**src/hdl/bad_node_avoiding_selector_unit_macros.svh**
```systemverilog
// ----------------------------------------------------------------------------
// Bad node avoiding selector assertion macros
// Concurrent assertion helpers used by the selector top level.
// ----------------------------------------------------------------------------
`ifndef BAD_NODE_AVOIDING_SELECTOR_UNIT_MACROS_SVH
`define BAD_NODE_AVOIDING_SELECTOR_UNIT_MACROS_SVH

`ifndef SYNTHESIS
`define BNAS_ASSERT_IMP(label, clk, rst, ante, cons) \
   label: assert property (@(posedge clk) disable iff (rst) (ante) |-> (cons)) \
      else $error("assertion failed");
`define BNAS_ASSERT_NEXT(label, clk, rst, ante, cons) \
   label: assert property (@(posedge clk) disable iff (rst) (ante) |=> (cons)) \
      else $error("assertion failed");
`else
`define BNAS_ASSERT_IMP(label, clk, rst, ante, cons)
`define BNAS_ASSERT_NEXT(label, clk, rst, ante, cons)
`endif

`endif

```
**src/hdl/bnas_pkg.sv**
```systemverilog
// ----------------------------------------------------------------------------
// Bad node avoiding selector package
// Sizes, codes and the sequencer state type shared by the selector files.
// ----------------------------------------------------------------------------
package bnas_pkg;

   localparam int TABLE_DEPTH  = 16;
   localparam int NODE_ID_BITS = 16;
   localparam int IDX_W        = $clog2(TABLE_DEPTH);

   localparam int MODE_W   = 2;
   localparam int NODE_W   = 16;
   localparam int TIME_W   = 32;
   localparam int CLASS_W  = 2;
   localparam int STATUS_W = 2;
   localparam int ADDR_W   = 3;
   localparam int DATA_W   = 32;

   localparam logic [NODE_W-1:0] NODE_MASK =
      (NODE_ID_BITS >= NODE_W) ? {NODE_W{1'b1}} : NODE_W'((1 << NODE_ID_BITS) - 1);

   localparam logic [MODE_W-1:0] MODE_CAND = 2'd0;
   localparam logic [MODE_W-1:0] MODE_SLOW = 2'd1;
   localparam logic [MODE_W-1:0] MODE_FAIL = 2'd2;
   localparam logic [MODE_W-1:0] MODE_NONE = 2'd3;

   localparam logic KIND_SELECT = 1'b0;
   localparam logic KIND_MARK   = 1'b1;

   localparam logic [CLASS_W-1:0] CLASS_GOOD = 2'd0;
   localparam logic [CLASS_W-1:0] CLASS_SLOW = 2'd1;
   localparam logic [CLASS_W-1:0] CLASS_FAIL = 2'd2;

   localparam logic [STATUS_W-1:0] STATUS_STORED = 2'd0;
   localparam logic [STATUS_W-1:0] STATUS_REJECT = 2'd1;
   localparam logic [STATUS_W-1:0] STATUS_FULL   = 2'd2;

   localparam logic REG_SLOW_TIMEOUT = 1'b0;
   localparam logic REG_FAIL_TIMEOUT = 1'b1;

   localparam logic [TIME_W-1:0] TIMEOUT_RESET = 32'd60000;

   typedef enum logic [2:0] {
      ST_IDLE,
      ST_SCAN,
      ST_EVAL,
      ST_APPLY,
      ST_EMIT
   } bnas_state_type;

endpackage

```
**src/hdl/bnas_if.sv**
```systemverilog
// ----------------------------------------------------------------------------
// Bad node avoiding selector channels
// Valid/ready interfaces for the request and response transactions.
// ----------------------------------------------------------------------------
interface bnas_req_if;
   import bnas_pkg::*;

   logic              valid;
   logic              ready;
   logic [MODE_W-1:0] mode;
   logic [NODE_W-1:0] node_id;
   logic              last;
   logic [TIME_W-1:0] now_ms;

   modport source (output valid, output mode, output node_id, output last,
                   output now_ms, input ready);
   modport sink   (input valid, input mode, input node_id, input last,
                   input now_ms, output ready);
endinterface

interface bnas_rsp_if;
   import bnas_pkg::*;

   logic                valid;
   logic                ready;
   logic                kind;
   logic [NODE_W-1:0]   chosen_node;
   logic                found;
   logic [CLASS_W-1:0]  choice_class;
   logic [STATUS_W-1:0] mark_status;

   modport source (output valid, output kind, output chosen_node, output found,
                   output choice_class, output mark_status, input ready);
   modport sink   (input valid, input kind, input chosen_node, input found,
                   input choice_class, input mark_status, output ready);
endinterface

```
**src/hdl/bad_node_avoiding_selector_unit.sv**
```systemverilog
// ----------------------------------------------------------------------------
// Bad node avoiding selector
// Keeps a table of slow and failed nodes and picks a node from candidate lists.
// ----------------------------------------------------------------------------
// Requests arrive on req_if. A mark transaction (mode slow or failed) stores or
// refreshes a table entry unless it is rejected or the table is full, and always
// returns one acknowledgement on rsp_if. A candidate transaction adds one node
// to the current selection list; only the candidate flagged last returns the
// selection answer. Mode three is dropped in the accepting cycle with no response.
// Each transaction walks the table one entry per cycle through a single node
// comparator, stopping at the first match, then forms the entry age in the
// EVAL state and applies the update in the APPLY state. req_if.ready is low
// from acceptance until the sequencer returns to idle. The response sits in
// an output register; a stalled receiver holds the block only when a second
// response is ready to load.
// Reset clears the table, the list state and the response valid flag, and sets
// both timeouts to 60000 ms. The timeouts are written over the csr_ port.
// ----------------------------------------------------------------------------
`include "bad_node_avoiding_selector_unit_macros.svh"

module bad_node_avoiding_selector_unit (
   input  logic                          clock,
   input  logic                          reset,
   bnas_req_if.sink                      req_if,
   bnas_rsp_if.source                    rsp_if,
   input  logic                          csr_psel,
   input  logic                          csr_penable,
   input  logic                          csr_pwrite,
   input  logic [bnas_pkg::ADDR_W-1:0]   csr_paddr,
   input  logic [bnas_pkg::DATA_W-1:0]   csr_pwdata,
   output logic [bnas_pkg::DATA_W-1:0]   csr_prdata,
   output logic                          csr_pready
);
   import bnas_pkg::*;

   bnas_state_type state_ff, state_in;

   logic [MODE_W-1:0] mode_ff;
   logic [NODE_W-1:0] node_ff;
   logic              last_ff;
   logic [TIME_W-1:0] now_ff;

   logic [TIME_W-1:0] slow_to_ff;
   logic [TIME_W-1:0] fail_to_ff;

   logic              ent_valid_ff  [TABLE_DEPTH];
   logic [NODE_W-1:0] ent_node_ff   [TABLE_DEPTH];
   logic              ent_failed_ff [TABLE_DEPTH];
   logic [TIME_W-1:0] ent_start_ff  [TABLE_DEPTH];

   logic [TIME_W-1:0] list_time_ff;
   logic              list_active_ff;
   logic              list_decided_ff;
   logic [NODE_W-1:0] decided_node_ff;
   logic              slow_best_valid_ff;
   logic [NODE_W-1:0] slow_best_node_ff;
   logic [TIME_W-1:0] slow_best_start_ff;
   logic              fail_best_valid_ff;
   logic [NODE_W-1:0] fail_best_node_ff;
   logic [TIME_W-1:0] fail_best_start_ff;

   logic [IDX_W-1:0]    idx_ff;
   logic                hit_ff;
   logic [IDX_W-1:0]    hit_idx_ff;
   logic                free_ff;
   logic [IDX_W-1:0]    free_idx_ff;
   logic [TIME_W-1:0]   age_ff;
   logic [TIME_W-1:0]   lim_ff;
   logic [TIME_W-1:0]   best_age_ff;
   logic [STATUS_W-1:0] status_ff;

   logic                rsp_valid_ff;
   logic                rsp_kind_ff;
   logic [NODE_W-1:0]   rsp_node_ff;
   logic                rsp_found_ff;
   logic [CLASS_W-1:0]  rsp_class_ff;
   logic [STATUS_W-1:0] rsp_status_ff;

   logic              req_accept;
   logic              scan_match;
   logic              scan_done;
   logic              emit_go;
   logic              csr_write;
   logic [TIME_W-1:0] eval_time;
   logic              expired;
   logic              older;
   logic              hit_failed;
   logic [IDX_W-1:0]  wr_idx;

   assign req_accept = req_if.valid && req_if.ready;
   assign scan_match = ent_valid_ff[idx_ff] && (ent_node_ff[idx_ff] == node_ff);
   assign scan_done  = scan_match || (idx_ff == IDX_W'(TABLE_DEPTH - 1));
   assign emit_go    = !rsp_valid_ff || rsp_if.ready;
   assign csr_write  = csr_psel && csr_penable && csr_pwrite && csr_pready;
   assign eval_time  = (mode_ff == MODE_CAND) ? list_time_ff : now_ff;
   assign expired    = age_ff > lim_ff;
   assign older      = age_ff > best_age_ff;
   assign hit_failed = ent_failed_ff[hit_idx_ff];
   assign wr_idx     = hit_ff ? hit_idx_ff : free_idx_ff;

   always_comb begin
      state_in = state_ff;
      unique case (state_ff)
         ST_IDLE: begin
            if (req_accept && (req_if.mode != MODE_NONE)) begin
               state_in = ST_SCAN;
            end
         end
         ST_SCAN: begin
            if (scan_done) begin
               state_in = ST_EVAL;
            end
         end
         ST_EVAL: begin
            state_in = ST_APPLY;
         end
         ST_APPLY: begin
            if ((mode_ff == MODE_CAND) && !last_ff) begin
               state_in = ST_IDLE;
            end else begin
               state_in = ST_EMIT;
            end
         end
         ST_EMIT: begin
            if (emit_go) begin
               state_in = ST_IDLE;
            end
         end
         default: state_in = ST_IDLE;
      endcase
   end

   always_comb begin
      req_if.ready = 1'b0;
      unique case (state_ff)
         ST_IDLE:  req_if.ready = 1'b1;
         ST_SCAN:  req_if.ready = 1'b0;
         ST_EVAL:  req_if.ready = 1'b0;
         ST_APPLY: req_if.ready = 1'b0;
         ST_EMIT:  req_if.ready = 1'b0;
         default:  req_if.ready = 1'b0;
      endcase
   end

   always_ff @(posedge clock) begin
      if (reset) begin
         state_ff <= ST_IDLE;
      end else begin
         state_ff <= state_in;
      end
   end

   always_ff @(posedge clock) begin
      if (reset) begin
         slow_to_ff <= TIMEOUT_RESET;
         fail_to_ff <= TIMEOUT_RESET;
      end else if (csr_write) begin
         unique case (csr_paddr[2])
            REG_SLOW_TIMEOUT: slow_to_ff <= csr_pwdata;
            REG_FAIL_TIMEOUT: fail_to_ff <= csr_pwdata;
            default:          slow_to_ff <= slow_to_ff;
         endcase
      end
   end

   always_comb begin
      unique case (csr_paddr[2])
         REG_SLOW_TIMEOUT: csr_prdata = slow_to_ff;
         REG_FAIL_TIMEOUT: csr_prdata = fail_to_ff;
         default:          csr_prdata = '0;
      endcase
   end

   assign csr_pready = 1'b1;

   always_ff @(posedge clock) begin
      case (state_ff)
         ST_IDLE: begin
            if (req_accept) begin
               mode_ff     <= req_if.mode;
               node_ff     <= req_if.node_id & NODE_MASK;
               last_ff     <= req_if.last;
               now_ff      <= req_if.now_ms;
               idx_ff      <= '0;
               hit_ff      <= 1'b0;
               hit_idx_ff  <= '0;
               free_ff     <= 1'b0;
               free_idx_ff <= '0;
            end
         end
         ST_SCAN: begin
            if (scan_match) begin
               hit_ff     <= 1'b1;
               hit_idx_ff <= idx_ff;
            end
            if (!ent_valid_ff[idx_ff] && !free_ff) begin
               free_ff     <= 1'b1;
               free_idx_ff <= idx_ff;
            end
            if (!scan_done) begin
               idx_ff <= idx_ff + IDX_W'(1);
            end
         end
         ST_EVAL: begin
            age_ff      <= eval_time - ent_start_ff[hit_idx_ff];
            lim_ff      <= ent_failed_ff[hit_idx_ff] ? fail_to_ff : slow_to_ff;
            best_age_ff <= list_time_ff - (ent_failed_ff[hit_idx_ff] ?
                                           fail_best_start_ff : slow_best_start_ff);
         end
         ST_APPLY: begin
            if (hit_ff && !expired && hit_failed && (mode_ff == MODE_SLOW)) begin
               status_ff <= STATUS_REJECT;
            end else if (!hit_ff && !free_ff) begin
               status_ff <= STATUS_FULL;
            end else begin
               status_ff <= STATUS_STORED;
            end
         end
         default: begin
         end
      endcase
   end

   always_ff @(posedge clock) begin
      if ((state_ff == ST_APPLY) && (mode_ff != MODE_CAND) &&
          !(hit_ff && !expired && hit_failed && (mode_ff == MODE_SLOW)) &&
          (hit_ff || free_ff)) begin
         ent_node_ff[wr_idx]   <= node_ff;
         ent_failed_ff[wr_idx] <= (mode_ff == MODE_FAIL);
         ent_start_ff[wr_idx]  <= now_ff;
      end
   end

   always_ff @(posedge clock) begin
      if (reset) begin
         for (int i = 0; i < TABLE_DEPTH; i++) begin
            ent_valid_ff[i] <= 1'b0;
         end
      end else if (state_ff == ST_APPLY) begin
         if (mode_ff == MODE_CAND) begin
            if (!list_decided_ff && hit_ff && expired) begin
               ent_valid_ff[hit_idx_ff] <= 1'b0;
            end
         end else if (!(hit_ff && !expired && hit_failed && (mode_ff == MODE_SLOW)) &&
                      (hit_ff || free_ff)) begin
            ent_valid_ff[wr_idx] <= 1'b1;
         end
      end
   end

   always_ff @(posedge clock) begin
      if (reset) begin
         list_time_ff       <= '0;
         list_active_ff     <= 1'b0;
         list_decided_ff    <= 1'b0;
         decided_node_ff    <= '0;
         slow_best_valid_ff <= 1'b0;
         slow_best_node_ff  <= '0;
         slow_best_start_ff <= '0;
         fail_best_valid_ff <= 1'b0;
         fail_best_node_ff  <= '0;
         fail_best_start_ff <= '0;
      end else begin
         case (state_ff)
            ST_IDLE: begin
               if (req_accept && (req_if.mode == MODE_CAND) && !list_active_ff) begin
                  list_active_ff <= 1'b1;
                  list_time_ff   <= req_if.now_ms;
               end
            end
            ST_APPLY: begin
               if ((mode_ff == MODE_CAND) && !list_decided_ff) begin
                  if (!hit_ff || expired) begin
                     list_decided_ff <= 1'b1;
                     decided_node_ff <= node_ff;
                  end else if (!hit_failed) begin
                     if (!slow_best_valid_ff || older) begin
                        slow_best_valid_ff <= 1'b1;
                        slow_best_node_ff  <= node_ff;
                        slow_best_start_ff <= ent_start_ff[hit_idx_ff];
                     end
                  end else begin
                     if (!fail_best_valid_ff || older) begin
                        fail_best_valid_ff <= 1'b1;
                        fail_best_node_ff  <= node_ff;
                        fail_best_start_ff <= ent_start_ff[hit_idx_ff];
                     end
                  end
               end
            end
            ST_EMIT: begin
               if (emit_go && (mode_ff == MODE_CAND)) begin
                  list_time_ff       <= '0;
                  list_active_ff     <= 1'b0;
                  list_decided_ff    <= 1'b0;
                  decided_node_ff    <= '0;
                  slow_best_valid_ff <= 1'b0;
                  slow_best_node_ff  <= '0;
                  slow_best_start_ff <= '0;
                  fail_best_valid_ff <= 1'b0;
                  fail_best_node_ff  <= '0;
                  fail_best_start_ff <= '0;
               end
            end
            default: begin
            end
         endcase
      end
   end

   always_ff @(posedge clock) begin
      if (reset) begin
         rsp_valid_ff <= 1'b0;
      end else if ((state_ff == ST_EMIT) && emit_go) begin
         rsp_valid_ff <= 1'b1;
      end else if (rsp_if.ready) begin
         rsp_valid_ff <= 1'b0;
      end
   end

   always_ff @(posedge clock) begin
      if ((state_ff == ST_EMIT) && emit_go) begin
         if (mode_ff == MODE_CAND) begin
            rsp_kind_ff   <= KIND_SELECT;
            rsp_status_ff <= STATUS_STORED;
            if (list_decided_ff) begin
               rsp_node_ff  <= decided_node_ff;
               rsp_found_ff <= 1'b1;
               rsp_class_ff <= CLASS_GOOD;
            end else if (slow_best_valid_ff) begin
               rsp_node_ff  <= slow_best_node_ff;
               rsp_found_ff <= 1'b1;
               rsp_class_ff <= CLASS_SLOW;
            end else if (fail_best_valid_ff) begin
               rsp_node_ff  <= fail_best_node_ff;
               rsp_found_ff <= 1'b1;
               rsp_class_ff <= CLASS_FAIL;
            end else begin
               rsp_node_ff  <= '0;
               rsp_found_ff <= 1'b0;
               rsp_class_ff <= CLASS_GOOD;
            end
         end else begin
            rsp_kind_ff   <= KIND_MARK;
            rsp_node_ff   <= node_ff;
            rsp_found_ff  <= 1'b0;
            rsp_class_ff  <= CLASS_GOOD;
            rsp_status_ff <= status_ff;
         end
      end
   end

   assign rsp_if.valid        = rsp_valid_ff;
   assign rsp_if.kind         = rsp_kind_ff;
   assign rsp_if.chosen_node  = rsp_node_ff;
   assign rsp_if.found        = rsp_found_ff;
   assign rsp_if.choice_class = rsp_class_ff;
   assign rsp_if.mark_status  = rsp_status_ff;

   `BNAS_ASSERT_NEXT(a_busy_after_accept, clock, reset, req_accept && (req_if.mode != MODE_NONE), !req_if.ready)
   `BNAS_ASSERT_IMP(a_decided_in_list, clock, reset, list_decided_ff, list_active_ff)
   `BNAS_ASSERT_IMP(a_empty_answer_zero, clock, reset, rsp_valid_ff && (rsp_kind_ff == KIND_SELECT) && !rsp_found_ff, rsp_node_ff == '0)

endmodule
```
**src/flat_wrapper.sv**
```systemverilog
// flat-port wrapper written by rule: the top's interface ports become plain ports
module bad_node_avoiding_selector_unit_flat import bnas_pkg::*;
  (clock, reset, csr_psel, csr_penable, csr_pwrite, csr_paddr, csr_pwdata, csr_prdata, csr_pready, req_if_valid, req_if_mode, req_if_node_id, req_if_last, req_if_now_ms, req_if_ready, rsp_if_valid, rsp_if_kind, rsp_if_chosen_node, rsp_if_found, rsp_if_choice_class, rsp_if_mark_status, rsp_if_ready);
  bnas_req_if req_if_i ();
  bnas_rsp_if rsp_if_i ();
  input  logic clock;
  input  logic reset;
  input  logic csr_psel;
  input  logic csr_penable;
  input  logic csr_pwrite;
  input  logic [bnas_pkg::ADDR_W-1:0] csr_paddr;
  input  logic [bnas_pkg::DATA_W-1:0] csr_pwdata;
  output logic [bnas_pkg::DATA_W-1:0] csr_prdata;
  output logic csr_pready;
  input wire logic [$bits(req_if_i.valid)-1:0] req_if_valid;
  input wire logic [$bits(req_if_i.mode)-1:0] req_if_mode;
  input wire logic [$bits(req_if_i.node_id)-1:0] req_if_node_id;
  input wire logic [$bits(req_if_i.last)-1:0] req_if_last;
  input wire logic [$bits(req_if_i.now_ms)-1:0] req_if_now_ms;
  output wire logic [$bits(req_if_i.ready)-1:0] req_if_ready;
  output wire logic [$bits(rsp_if_i.valid)-1:0] rsp_if_valid;
  output wire logic [$bits(rsp_if_i.kind)-1:0] rsp_if_kind;
  output wire logic [$bits(rsp_if_i.chosen_node)-1:0] rsp_if_chosen_node;
  output wire logic [$bits(rsp_if_i.found)-1:0] rsp_if_found;
  output wire logic [$bits(rsp_if_i.choice_class)-1:0] rsp_if_choice_class;
  output wire logic [$bits(rsp_if_i.mark_status)-1:0] rsp_if_mark_status;
  input wire logic [$bits(rsp_if_i.ready)-1:0] rsp_if_ready;
  assign req_if_i.valid = req_if_valid;
  assign req_if_i.mode = req_if_mode;
  assign req_if_i.node_id = req_if_node_id;
  assign req_if_i.last = req_if_last;
  assign req_if_i.now_ms = req_if_now_ms;
  assign req_if_ready = req_if_i.ready;
  assign rsp_if_valid = rsp_if_i.valid;
  assign rsp_if_kind = rsp_if_i.kind;
  assign rsp_if_chosen_node = rsp_if_i.chosen_node;
  assign rsp_if_found = rsp_if_i.found;
  assign rsp_if_choice_class = rsp_if_i.choice_class;
  assign rsp_if_mark_status = rsp_if_i.mark_status;
  assign rsp_if_i.ready = rsp_if_ready;
  bad_node_avoiding_selector_unit u_core (.clock(clock), .reset(reset), .req_if(req_if_i), .rsp_if(rsp_if_i), .csr_psel(csr_psel), .csr_penable(csr_penable), .csr_pwrite(csr_pwrite), .csr_paddr(csr_paddr), .csr_pwdata(csr_pwdata), .csr_prdata(csr_prdata), .csr_pready(csr_pready));
endmodule
```
**config.mk**
```make
export PLATFORM = sky130hd
export DESIGN_NAME = bad_node_avoiding_selector_unit_flat
export DESIGN_NICKNAME = d
export VERILOG_FILES = /design/src/hdl/bnas_pkg.sv /design/src/hdl/bnas_if.sv /design/src/hdl/bad_node_avoiding_selector_unit.sv /design/src/flat_wrapper.sv
export VERILOG_INCLUDE_DIRS = /design/src /design/src/hdl
export SDC_FILE = /design/constraint.sdc
export NUM_CORES = 1
export LEC_CHECK = 0
export BUFFER_PORTS_ARGS = -buffer_cell sky130_fd_sc_hd__clkbuf_2
export CAP_MARGIN = 40
export CORE_MARGIN = 2
export CORE_UTILIZATION = 25
export CTS_CLUSTER_DIAMETER = 60
export DETAILED_ROUTE_END_ITERATION = 7
export GPL_TIMING_DRIVEN = 0
export SYNTH_ARGS = -nofsm -noshare
export SYNTH_HDL_FRONTEND = slang
export SYNTH_SLANG_ARGS = --single-unit
```
**constraint.sdc**
```tcl
create_clock -name clock -period 5.9 [get_ports clock]
set_input_delay 1.18 -clock clock [delete_from_list [all_inputs] [get_ports clock]]
set_output_delay 1.18 -clock clock [all_outputs]
set_load 0.03 [all_outputs]
```
==> out/metrics.cfg <==
[run_status]
run_status = finished clean

[placement]
place_hpwl_um = 104000
gp_congestion = 0.887
port_bufs = 145
placed_cell_area_um2 = 57100

[synth]
synth.cell_area_um2 = 51200
synth.largest_area_cell = sky130_fd_sc_hd__edfxtp_1
synth_enable_flop_cells = 985
synth-seq-cells = 1209
async_sr_flop_fraction_pct = 0
yosys-top-cells-count = sky130_fd_sc_hd__edfxtp_1, sky130_fd_sc_hd__nand2_1, sky130_fd_sc_hd__mux4_2
synth.most_common_cell = sky130_fd_sc_hd__edfxtp_1
postSynthNetCount = 3535
synthDistinctLibCells = 68
dominantRegCellSynth = sky130_fd_sc_hd__edfxtp_1
synthesis.instances = 3313
share_of_the_synthesized_area_in_the_top_cell_type_pct = 57.7
syn_area_per_cell_um2 = 15.5
ys_top_cells_by_area = sky130_fd_sc_hd__edfxtp_1, sky130_fd_sc_hd__mux4_2, sky130_fd_sc_hd__dfxtp_1, sky130_fd_sc_hd__ha_1, sky130_fd_sc_hd__mux2i_1
yosys_warnings = 0
yosysSeqAreaShare_pct = 66.5

[timing]
hold_viol = 0
hold-worst-slack_ps = 469
unrepaired_setup_endpoints_after_global_routing = no
final_max_slew_viol_count = 0
worstMarginPinSlew_ps = 983
setup-violations-final = 0
fmax_mhz = 174
fin_crit_sh_pct = 97.7
finalWorstPathRequiredPeriod_ps = 5760
slew_headroom_pct = 34.5
fin_worst_skew_ps = 32.5

[floorplan]
std_cell_rows = 166
initial_core_util_pct = 25.1
dieWidth_um = 457
design.die.area_um2 = 209000
num_io_pins = 150
core-area_um2 = 204000
die_y_um = 457

[power_and_ir_drop]
power_per_cell_area_nw_per_um2 = 364
p_sw_uw = 6170
power.share.clock_pct = 35.5
power.share.switching_pct = 27.6
seq_power_share_pct = 45.0
p_leak_uw = 0.0208
internal_power_uw = 16100
worst_ir_drop_on_vdd_mv = 0.290
share_comb_of_total_power_pct = 19.5

[final_layout]
final_net_count = 3885
stdcell_area_um2 = 61200
fill_cells = 20000
drive_gt1_share_pct = 21.1
post-route-util_pct = 30.0
syn2layout_area_growth_pct = 19.6

[clock_tree]
clk_transition_reported_paths_ps = 60
htreeDepth = 3
cts_root_buf = sky130_fd_sc_hd__clkbuf_16
tritoncts_sinks = 1209
clock_insertion_delay_worst_skew_ps = 750
numCtsBuffers = 119
max-clock-path-buffers = 3
tritoncts_clock_tree = done

[grt]
grt_start_max_net_pins = 35
number_of_antenna_violations_at_the_first_check_in_global_routing = 16
grt_use_total_pct = 13.5
overflow = 0
grt_pass1_wl_um = 210000
first_global_vias = 30400

[setup_path]
max_stage_delay_ps = 670
setup_crit_end_kind = register
regToRegSetupSlack_ps = 140
timing.critical_path.max_delay_family = compound AO/OA/AOI/OAI gates
cp_cell_sequence = clkbuf_1 > clkbuf_2 > clkbuf_1 > mux4_2 > mux4_2 > inv_1 > ha_1 > a21oi_1 > nand2_1 > a21oi_1 > o21ai_0 > a21oi_2 > a31oi_1 > o311ai_4 > nand2_1 > or4_1 > a22o_1
timing.critical_path.required_ps = 6390
crit_path_top_delay_cell = sky130_fd_sc_hd__clkbuf_1
cp.arrival_ps = 6250
timing.critical_path.fanout_max = 10
critical_path.startpoint_type = register
worstPathBufferInverterCount = 4
crit_path_class = register to register

[flow_run]
reported_max_cap_violation_count = 0

[routing]
vias = 30500
route.final.wire_length_um = 144000
detail_route.drc_violations = 0
drt_pass1_iterations = 6
drt-vias-per-instance = 4.72
wl_per_cell_um = 22.3
detail-route-antenna-nets = 0
detail_route.iter0.violations = 3168

[hold_path]
hold_path.class = register to register

-- cell families after synthesis --
family                   Yosys count  share of synthesized area (%)
other                              1                        0.00732
AO/OA/AOI/OAI                    408                           5.01
AND/OR/NAND/NOR                  732                           6.56
XOR/XNOR                          75                           1.28
buffers and inverters            292                           2.24
adder cells (fa/ha/maj)          129                           3.18
multiplexers                     467                           15.2
flip-flops                      1209                           66.5
-- power groups by stage --
stage                     clock [µW]  sequential, µW  combinational [µW]
after floorplan                    0           10100                2910
after global placement             0           10200                4100
after detailed placement           0           10200                4320
after CTS                       8050           10000                4360
after global routing            8360           10100                4690
final                           7930           10000                4340
-- per-layer routing --
metal	up-vias	wire (µm)	GRT usage, %
met5	-	0	0
met4	0	4060	4.56
met3	195	9460	1.80
met2	1185	70400	22.7
met1	15700	60500	17.8
li1	13400	-	-
-- tightest hold or removal path, delay by kind of cell, from the launching register on --
family             cells  cell delay, ps
AOI/OAI and AO/OA      1              50
DFF                    1             310
and+or+nand+nor        1              50
-- state kept, by name, indices dropped and copies added (netlist names), 4 cells and up, named ones only --
signal and cells:
u_core.ent_start_ff 512, u_core.ent_node_ff 256, u_core.age_ff 32, u_core.best_age_ff 32
u_core.fail_best_start_ff 32, u_core.fail_to_ff 32, u_core.lim_ff 32, u_core.list_time_ff 32
u_core.now_ff 32, u_core.slow_best_start_ff 32, u_core.slow_to_ff 32, u_core.decided_node_ff 16
u_core.ent_failed_ff 16, u_core.ent_valid_ff 16, u_core.fail_best_node_ff 16, u_core.node_ff 16
u_core.rsp_if.chosen_node 16, u_core.slow_best_node_ff 16, u_core.free_idx_ff 4, u_core.hit_idx_ff 4
u_core.idx_ff 4
-- final timing paths --
path,from,endpoint,cells after the start
setup reg to reg,register,u_core.age_ff[29],17
setup / recovery,register,u_core.age_ff[29],17
hold reg to reg,u_core.slow_to_ff[21],u_core.slow_to_ff[21],2
hold / removal,u_core.slow_to_ff[21],u_core.slow_to_ff[21],2
-- cells in the final DEF, fill, tap and decap left out, types with 12 or more instances in the layout --
cell type,count
sky130_fd_sc_hd__a21oi_1,129
sky130_fd_sc_hd__nor3_1,29
sky130_fd_sc_hd__clkbuf_16,121
sky130_fd_sc_hd__buf_2,22
sky130_fd_sc_hd__clkbuf_2,151
sky130_fd_sc_hd__a31oi_1,22
sky130_fd_sc_hd__xnor2_1,53
sky130_fd_sc_hd__mux2_2,67
sky130_fd_sc_hd__edfxtp_1,985
sky130_fd_sc_hd__mux4_2,243
sky130_fd_sc_hd__a211oi_1,12
sky130_fd_sc_hd__nor2b_1,36
sky130_fd_sc_hd__nand4_1,17
sky130_fd_sc_hd__nand3b_1,19
sky130_fd_sc_hd__nand2b_1,83
sky130_fd_sc_hd__buf_8,18
sky130_fd_sc_hd__a21o_1,36
sky130_fd_sc_hd__nand2_1,312
sky130_fd_sc_hd__a221o_1,15
sky130_fd_sc_hd__o21ai_0,88
sky130_fd_sc_hd__mux2i_1,157
sky130_fd_sc_hd__clkbuf_1,133
sky130_fd_sc_hd__clkinv_2,17
sky130_fd_sc_hd__nand3_1,32
sky130_fd_sc_hd__a22oi_1,35
sky130_fd_sc_hd__buf_1,20
sky130_fd_sc_hd__o21a_1,16
sky130_fd_sc_hd__dfxtp_1,223
sky130_fd_sc_hd__inv_1,127
sky130_fd_sc_hd__buf_12,30
sky130_fd_sc_hd__nor2_4,17
sky130_fd_sc_hd__nor2_1,146
sky130_fd_sc_hd__xor2_1,22
sky130_fd_sc_hd__clkinv_1,13
sky130_fd_sc_hd__buf_16,22
sky130_fd_sc_hd__ha_1,127
sky130_fd_sc_hd__bufinv_16,15
sky130_fd_sc_hd__buf_6,15
-- repair_timing --
| action | in CTS | in global routing |
|---|---|---|
| setup endpoints to repair | 19 | 4 |
| pin swaps | 1 | 1 |
| endpoints found under the hold margin | 0 | 0 |
| gates resized for setup | 17 | 5 |
| buffers inserted | 1 | 0 |
| hold buffers | 0 | 0 |
-- metrics by stage --
stage               std cells  setup TNS (ps)  setup slack, ps  total power (µW)
floorplan                3313               0              472             13000
global placement         6146        -2478330            -3120             14300
detailed placement       6232           -8100            -1330             14500
CTS                      6457               0             52.6             22400
global route             6460               0             17.3             23100
finish                   6463               0              136             22300
-- cell type report --
type	count	area, µm²	area share, %
Timing Repair Buffer	233	2380	3.89
Multi-Input combinational cell	1812	16200	26.4
Clock buffer	159	3270	5.34
Buffer	159	667	1.09
Antenna cell	7	17.5	0.0286
Inverter	129	487	0.795
Sequential cell	1209	34100	55.6
Clock inverter	67	808	1.32
Tap cell	2688	3360	5.49
(Power assumes the default switching activity.)
